$ cat config.mk
export PLATFORM = sky130hd
export DESIGN_NAME = sorted_unique_id_set
export DESIGN_NICKNAME = d
export VERILOG_FILES = /design/src/rtl/suis_pkg.sv /design/src/rtl/suis_cell.sv /design/src/rtl/sorted_unique_id_set.sv
export SDC_FILE = /design/constraint.sdc
export NUM_CORES = 1
export LEC_CHECK = 0
export ABC_AREA = 1
export BUFFER_PORTS_ARGS = -buffer_cell sky130_fd_sc_hd__buf_4
export CAP_MARGIN = 20
export CORE_UTILIZATION = 50
export DETAILED_ROUTE_END_ITERATION = 7
export PLACE_DENSITY = 0.7
export SLEW_MARGIN = 20
export SYNTH_ARGS = -nofsm -noshare
export SYNTH_HDL_FRONTEND = slang
export SYNTH_HIERARCHICAL = 1
export SYNTH_SLANG_ARGS = --single-unit
$ cat constraint.sdc
create_clock -name clk -period 4.15 [get_ports clk]
set_clock_uncertainty 0.1 [all_clocks]
set_input_delay 0.415 -clock clk [delete_from_list [all_inputs] [get_ports clk]]
set_output_delay 0.415 -clock clk [all_outputs]
set_load 0.01 [all_outputs]
$ cat src/rtl/suis_pkg.sv
// ----------------------------------------------------------------------------
// suis_pkg
// Shared command codes, field widths and cell control type for the sorted
// unique id set.
// ----------------------------------------------------------------------------
package suis_pkg;

	localparam int CMD_W = 2;
	localparam int LEN_W = 5;

	localparam logic [CMD_W-1:0] CMD_CLEAR = 2'd0;
	localparam logic [CMD_W-1:0] CMD_SET   = 2'd1;
	localparam logic [CMD_W-1:0] CMD_ADD   = 2'd2;
	localparam logic [CMD_W-1:0] CMD_MATCH = 2'd3;

	// Control broadcast to every cell of the row
	typedef struct packed {
		logic ins;   // insert the broadcast id at its sorted place
		logic load;  // write the broadcast id (only the first cell sees this)
	} cell_ctrl_t;

endpackage

$ cat src/rtl/suis_cell.sv
// ----------------------------------------------------------------------------
// suis_cell
// One entry of the sorted list: compares the broadcast id with its own entry
// and, on a load, takes the id; on an insert, keeps its entry, takes the new id
// or takes the entry of its left neighbour.
// ----------------------------------------------------------------------------
module suis_cell #(
	parameter int ID_BITS = 32
) (
	input  logic                clk,
	input  suis_pkg::cell_ctrl_t ctrl,
	input  logic                occ,
	input  logic [ID_BITS-1:0]  id,
	input  logic [ID_BITS-1:0]  left_data,
	input  logic                left_gt,
	output logic [ID_BITS-1:0]  data,
	output logic                gt,
	output logic                eq
);

	logic [ID_BITS-1:0] data_q;

	assign data = data_q;
	assign gt   = occ && (id > data_q);
	assign eq   = occ && (id == data_q);

	always_ff @(posedge clk) begin
		if (ctrl.load) begin
			data_q <= id;
		end else if (ctrl.ins && !gt) begin
			// the first cell not below the new id takes it, the rest shift right
			data_q <= left_gt ? id : left_data;
		end
	end

endmodule

$ cat src/rtl/sorted_unique_id_set.sv
// ----------------------------------------------------------------------------
// sorted_unique_id_set
// Bounded ascending list of ids without duplicates, held in a row of
// compare-and-shift cells, with clear, set, add and streamed match commands.
// ----------------------------------------------------------------------------
// Results: done is registered and rises in the cycle after an accepted item that gives a result;
// a match item gives one only at the end of its sequence. Throughput: one item per cycle while
// busy is low; every cell compares the broadcast id in parallel and shifts into its neighbour in the same cycle.
// Reset: list empty, accumulate flag set, match sequence idle; busy is high
// for the first cycle after reset. Results cannot be stalled by the receiver.
// ----------------------------------------------------------------------------
module sorted_unique_id_set #(
	parameter int LIST_DEPTH = 16,
	parameter int ID_BITS    = 32
) (
	input  logic                               clk,
	input  logic                               arst_n,
	input  logic                               start,
	output logic                               busy,
	input  logic [suis_pkg::CMD_W-1:0]         command,
	input  logic [ID_BITS-1:0]                 id,
	input  logic [suis_pkg::LEN_W-1:0]         other_length,
	output logic                               done,
	output logic                               is_verdict,
	output logic                               matched,
	output logic [$clog2(LIST_DEPTH+1)-1:0]    entry_count,
	output logic                               accumulates,
	output logic                               overflow
);

	localparam int CNT_W = $clog2(LIST_DEPTH + 1);
	localparam int LEN_W = suis_pkg::LEN_W;
	localparam int CW    = CNT_W + LEN_W + 1;

	logic [CNT_W-1:0] count_q;
	logic             acc_q;
	logic [LEN_W-1:0] pos_q;
	logic             fail_q;
	logic             busy_q;
	logic             done_q;
	logic             verdict_q;
	logic             matched_q;
	logic             ovf_q;

	logic [ID_BITS-1:0]  data_arr [LIST_DEPTH];
	logic [LIST_DEPTH-1:0] gt_vec;
	logic [LIST_DEPTH-1:0] eq_vec;
	logic [LIST_DEPTH-1:0] sel_vec;
	suis_pkg::cell_ctrl_t  ctrl;
	suis_pkg::cell_ctrl_t  ctrl_first;

	logic           accept;
	logic           dup;
	logic           full;
	logic           hit;
	logic           fail_now;
	logic           last;
	logic           len_zero;
	logic [LEN_W:0] pos_inc;
	logic           list_eq;

	assign accept   = start && !busy_q;
	assign dup      = |eq_vec;
	assign full     = (count_q == CNT_W'(LIST_DEPTH));
	assign hit      = |(sel_vec & eq_vec);
	assign fail_now = fail_q || !hit;
	assign pos_inc  = {1'b0, pos_q} + (LEN_W+1)'(1);
	assign last     = (pos_inc >= {1'b0, other_length});
	assign len_zero = (other_length == '0);
	assign list_eq  = len_zero ? (count_q == '0)
	                           : (!fail_now && (CW'(pos_inc) == CW'(count_q)));

	assign ctrl.ins        = accept && (command == suis_pkg::CMD_ADD) && !dup && !full;
	assign ctrl.load       = 1'b0;
	assign ctrl_first.ins  = ctrl.ins;
	assign ctrl_first.load = accept && (command == suis_pkg::CMD_SET);

	generate
		for (genvar i = 0; i < LIST_DEPTH; i++) begin : g_cell
			logic occ;
			assign occ        = (CNT_W'(i) < count_q);
			assign sel_vec[i] = (CW'(pos_q) == CW'(i));
			if (i == 0) begin : g_first
				suis_cell #(.ID_BITS(ID_BITS)) u_cell (
					.clk       (clk),
					.ctrl      (ctrl_first),
					.occ       (occ),
					.id        (id),
					.left_data (id),
					.left_gt   (1'b1),
					.data      (data_arr[i]),
					.gt        (gt_vec[i]),
					.eq        (eq_vec[i])
				);
			end else begin : g_rest
				suis_cell #(.ID_BITS(ID_BITS)) u_cell (
					.clk       (clk),
					.ctrl      (ctrl),
					.occ       (occ),
					.id        (id),
					.left_data (data_arr[i-1]),
					.left_gt   (gt_vec[i-1]),
					.data      (data_arr[i]),
					.gt        (gt_vec[i]),
					.eq        (eq_vec[i])
				);
			end
		end
	endgenerate

	always_ff @(posedge clk or negedge arst_n) begin
		if (!arst_n) begin
			count_q   <= '0;
			acc_q     <= 1'b1;
			pos_q     <= '0;
			fail_q    <= 1'b0;
			busy_q    <= 1'b1;
			done_q    <= 1'b0;
			verdict_q <= 1'b0;
			matched_q <= 1'b0;
			ovf_q     <= 1'b0;
		end else begin
			busy_q    <= 1'b0;
			done_q    <= 1'b0;
			verdict_q <= 1'b0;
			matched_q <= 1'b0;
			ovf_q     <= 1'b0;
			if (accept) begin
				case (command)
					suis_pkg::CMD_CLEAR: begin
						count_q <= '0;
						acc_q   <= 1'b0;
						pos_q   <= '0;
						fail_q  <= 1'b0;
						done_q  <= 1'b1;
					end
					suis_pkg::CMD_SET: begin
						count_q <= CNT_W'(1);
						acc_q   <= 1'b0;
						pos_q   <= '0;
						fail_q  <= 1'b0;
						done_q  <= 1'b1;
					end
					suis_pkg::CMD_ADD: begin
						if (ctrl.ins) begin
							count_q <= count_q + CNT_W'(1);
						end
						ovf_q  <= !dup && full;
						pos_q  <= '0;
						fail_q <= 1'b0;
						done_q <= 1'b1;
					end
					suis_pkg::CMD_MATCH: begin
						if (len_zero || last) begin
							// end of sequence: give the verdict and rearm
							pos_q     <= '0;
							fail_q    <= 1'b0;
							done_q    <= 1'b1;
							verdict_q <= 1'b1;
							matched_q <= list_eq;
						end else begin
							pos_q  <= pos_inc[LEN_W-1:0];
							fail_q <= fail_now;
						end
					end
					default: begin
						done_q <= 1'b0;
					end
				endcase
			end
		end
	end

	assign busy        = busy_q;
	assign done        = done_q;
	assign is_verdict  = verdict_q;
	assign matched     = matched_q;
	assign entry_count = count_q;
	assign accumulates = acc_q;
	assign overflow    = ovf_q;

	a_count_bound: assert property (@(posedge clk) disable iff (!arst_n)
		count_q <= CNT_W'(LIST_DEPTH))
		else $error("entry count beyond list depth");

	a_ovf_status: assert property (@(posedge clk) disable iff (!arst_n)
		ovf_q |-> (done_q && !verdict_q))
		else $error("overflow outside a status result");

	a_match_verdict: assert property (@(posedge clk) disable iff (!arst_n)
		matched_q |-> (done_q && verdict_q))
		else $error("matched outside a verdict");

	a_full_drop: assert property (@(posedge clk) disable iff (!arst_n)
		(accept && (command == suis_pkg::CMD_ADD) && full && !dup)
		|=> (done_q && ovf_q && ($past(count_q) == count_q)))
		else $error("add to full list not dropped");

endmodule

---- Word level (Yosys, flattened, before mapping) ----
Cells that the tools add are included.
W data, S select, Z words.
operators by class
  add/sub/neg operators ................... 2
  magnitude comparators ................... 33
  equal/unequal tests ..................... 37
  mux-type cells .......................... 34
  bitwise logic cells ..................... 1
  reduce and logical (&&, ||, !) cells .... 90
operator list
  operator               number
  $mux W32               17
  $eq A32 B32 Y1         16
  $gt A32 B32 Y1         16
  $logic_and A1 B1 Y1    55
  $eq A5 B4 Y1 const B   8
  $lt A4 B5 Y1 const A   8
  $reduce_or A16 Y1      2
  $logic_not A1 Y1       21
  $eq A5 B3 Y1 const B   4
  $lt A3 B5 Y1 const A   4
  $and A16 B16 Y16       1
  $logic_not A5 Y1       3
  $pmux W5 S3            1
  $mux W1                11
  $eq A5 B2 Y1 const B   2
  $lt A1 B5 Y1 const A   2
  $lt A2 B5 Y1 const A   2
  $mux W5                2
  $pmux W5 S2            1
  $add A5 B1 Y6 const B  1
  $eq A6 B5 Y1           1
  $ge A6 B5 Y1           1
  $add A5 B1 Y5 const B  1
  $eq A5 B1 Y1 const B   1
  other kinds (13)       16
storage, ports and cells
  bits in registers ....................... 529
  output and inout bits ................... 11

---- Depth between registers and ports, before layout ----
  depth in word-level cells ............... 12
  depth in mapped cells ................... 19
  mapped depth without buffers ............ 19

---- Cells and area by module ----
The synthesis kept the hierarchy.
modules (own cells, without submodules)
  module                                     instances  cells an instance  area each (µm²)  seq. area each (µm²)
  suis_cell at g_cell[0].g_first.u_cell ...  15         215                2272.2           960.9
  suis_cell at g_cell[2].g_rest.u_cell       1          220                2284.7           960.9
  sorted_unique_id_set                       1          265                1654.1           427.9

---- Worst setup path before layout ----
OpenSTA, ideal clock, no wires.
  path type ............................... input-to-reg
  start ................................... input port id[11]
  end ..................................... register g_cell[0].g_first.u_cell.data_q[0], enable pin
  setup time .............................. 0.389 ns
  data arrival time ....................... 2.906 ns
  required time ........................... 3.661 ns
  path slack .............................. 0.755 ns
  stages .................................. 14
  cell sequence ........................... ha_1 > nand2_1 > inv_2 > nand3_1 > nor3_2 > nor2b_2 > nand2_1 > nor2_1 > nor2_1 > nand4_1 > nand3b_2 > nor2_1 > nand2_1 > nand2_1
RTL lines
  item                    RTL line                    text
  start: declaration      sorted_unique_id_set.sv:21  input logic [ID_BITS-1:0] id,
  end signal: assignment  suis_cell.sv:29             data_q <= id;
  end signal: assignment  suis_cell.sv:32             data_q <= left_gt ? id : left_data;
  end: declaration        suis_cell.sv:21             logic [ID_BITS-1:0] data_q;

==> implementation parameters <==
Parameter                              Value

Clocking
  Buffer count from post-CTS setup fixing    0
  TritonCTS Sinks    ~530
  Clock latency on the worst-skew pair    about 630 ps
  CTS buffer count    58
  Largest buffer count on any clock path    3
  Clk pin slew, worst setup/hold paths    around 60 ps
  Root buffer cell    clkbuf_16
  Maximum level of the CTS H-tree    2
  Number of gates resized after cts    0
  CTS tree    done

Setup path
  Setup Crit Path Kind    reg -> reg
  CP endpoint kind    register
  Worst setup slack for register-to-register paths    490 ps
  Element type at the critical path start    register
  Top fanout value on the critical path    32
  Worst endpoint data arrival time    between 3000 and 4000 ps
  Data required time of the worst path    between 4000 and 5000 ps

Place
  Final weighted congestion in routability-driven placement    approximately 0.9
  Port bufs    between 50 and 60
  Placed wire-length estimate after detailed placement    approximately 56 mm

Floorplan
  Area of the die    approximately 77000 um^2
  Number of standard-cell rows in the floorplan    100
  Core region area    74800 um^2
  Effective utilization at floorplan    0.508
  Width of the die    roughly 280 um
  Number of ports placed on the die boundary    53
  DIE HEIGHT    ~280 um

Timing
  Crit share post-route    0.881
  Max-slew headroom    -0.170
  Clock period minus worst slack    approximately 3700 ps
  Worst hold margin    roughly 120 ps
  Setup TNS    0 ps
  Final-report max-slew violation count    34
  Unrepaired setup endpoints after global routing    false
  Number of setup violations in the final report    0
  Final Hold Viols    0
  Actual transition at the worst max-transition pin    1750 ps
  Peak clock frequency supported by timing    ~0.27 GHz

Hold path
  Worst min path class    in -> async

Power and ir drop
  Fraction of power consumed by sequential logic    0.457
  PD cells    roughly 350 nW/um^2
  Fraction of power spent switching nets    0.277
  Peak supply drop    roughly 0.37 mV
  Internal power    between 0.01 and 0.015 W
  Comb pwr share    0.201
  Switch Pwr    just over 0.004 W
  Leak pwr    approximately 19 nW
  Clock Power Share    0.342

Final layout
  NumNets Final    roughly 4400
  Synth-to-Final Area Change    9.76%
  Layout cells sized above 1    0.207
  Number of diodes added for antenna fixing    0

Run status
  Result of the run    complete, but fails checks
  Violations in the final reports    max-slew violations

Global routing
  Maximum number of pins on one net before global-route repair    34
  Total global-route track usage    0.193
  Global-route wire length before repair    about 120 mm
  GR Overflow Total    0
  Initial antenna violation count    0
  Vias in the first global route    roughly 25000

Detailed routing
  Via count    24900
  First-pass iteration count of the detailed router    5
  Violation count after the first detailed-routing iteration    just under 1000
  Count of antenna-violating nets left after detailed routing    0
  Remaining DRCs    0
  Detailed-route vias per instance    between 5 and 6
  Sum of routed wire length over all layers    73.2 mm
  Per-cell routed wire length    15.0 um

Yosys
  Number of synthesis warnings    6
  Cells after synthesis    3709
  Netlist area before placement    about 38000 um^2
  Syn_area_per_cell    ~10 um^2

Flow run
  Max-cap violations    0
## power by group through the flow
| stage | logic (W) | clock network, W | registers, W |
|---|---|---|---|
| CTS | 0.00295 | 0.00511 | 0.00666 |
| global route | 0.00334 | 0.00529 | 0.00672 |
| floorplan | 0.00217 | 0 | 0.00670 |
| finish | 0.00292 | 0.00498 | 0.00666 |
| detailed placement | 0.00292 | 0 | 0.00677 |
| global placement | 0.00281 | 0 | 0.00675 |
## worst max-delay path, stage by stage (launching register included)
cell and delay [ps]:
dfrtp_1 590, inv_1 400, o21ai_0 180, inv_1 170
nor2_1 90, nor3_1 640, nand3b_2 210, nor2_1 130
buf_4 260, nand2_1 80, nand2_1 60, buf_4 370
## placed cells by master (no fill, tap or decap), types with 16 or more instances in the layout
cell type,instances
ha_1,528
mux2_1,125
nand2_2,51
nor2_2,49
clkbuf_16,59
clkbuf_1,20
mux2_2,371
nand4_1,37
inv_2,49
buf_4,99
nand2_1,611
o21ai_1,31
o21a_1,17
a21o_1,16
a21oi_1,230
nor3_2,31
nor2_1,148
o21ai_2,16
conb_1,32
inv_1,656
o21ai_0,44
edfxtp_1,512
nand3_1,34
nor3_1,21
nor2_4,19
nand4_4,16
## through the flow
step	util	worst slack, ps	power (W)	std cells	area, um^2
after floorplan	-	755	0.00887	3739	38100
after global placement	0.533	536	0.00957	4765	39900
after detailed placement	0.533	511	0.00969	4765	39900
after CTS	0.558	732	0.0147	4873	41700
after global routing	0.558	423	0.0154	4873	41700
final	0.558	495	0.0146	4873	41700
## metal layers
metal / global-route usage / routed length [um]
met1: 0.238 / 32400
met2: 0.351 / 36400
met3: 0.0248 / 2550
met4: 0.0538 / 1830
met5: 0 / 0
## timing repair
action,4_1_cts,5_1_grt
setup endpoints to repair,0,0
hold buffers,1,0
hold endpoints to repair,17,0
## worst paths after layout
kind / to / cells after the start / from
min reg2reg: accumulates / 1 / accumulates
min: pos_q[3] / 2 / arst_n
max reg2reg: g_cell[7].g_rest.u_cell/data[5] / 11 / entry_count[4]
max in group asynchronous: busy / 2 / arst_n
min in group clk: done / 5 / start
max: g_cell[7].g_rest.u_cell/data[5] / 11 / entry_count[4]
## registers in the layout (all words and copies together), names as in the netlist
| signal | count |
|---|---|
| is_verdict | 1 |
| busy | 1 |
| g_cell.g_first.u_cell/data | 32 |
| fail_q | 1 |
| done | 1 |
| entry_count | 5 |
| matched | 1 |
| g_cell.g_rest.u_cell/data | 480 |
| pos_q | 5 |
| accumulates | 1 |
| overflow | 1 |
## final cells by class
type	count	area, um^2
inverters	705	2650
well taps	969	1210
clock inverters	28	254
repair buffers	110	953
multi-input cells	2453	19300
fillers	6421	33100
flip-flops and latches	529	15800
clock buffers	79	1550
Power figures use the tool's default switching activity.
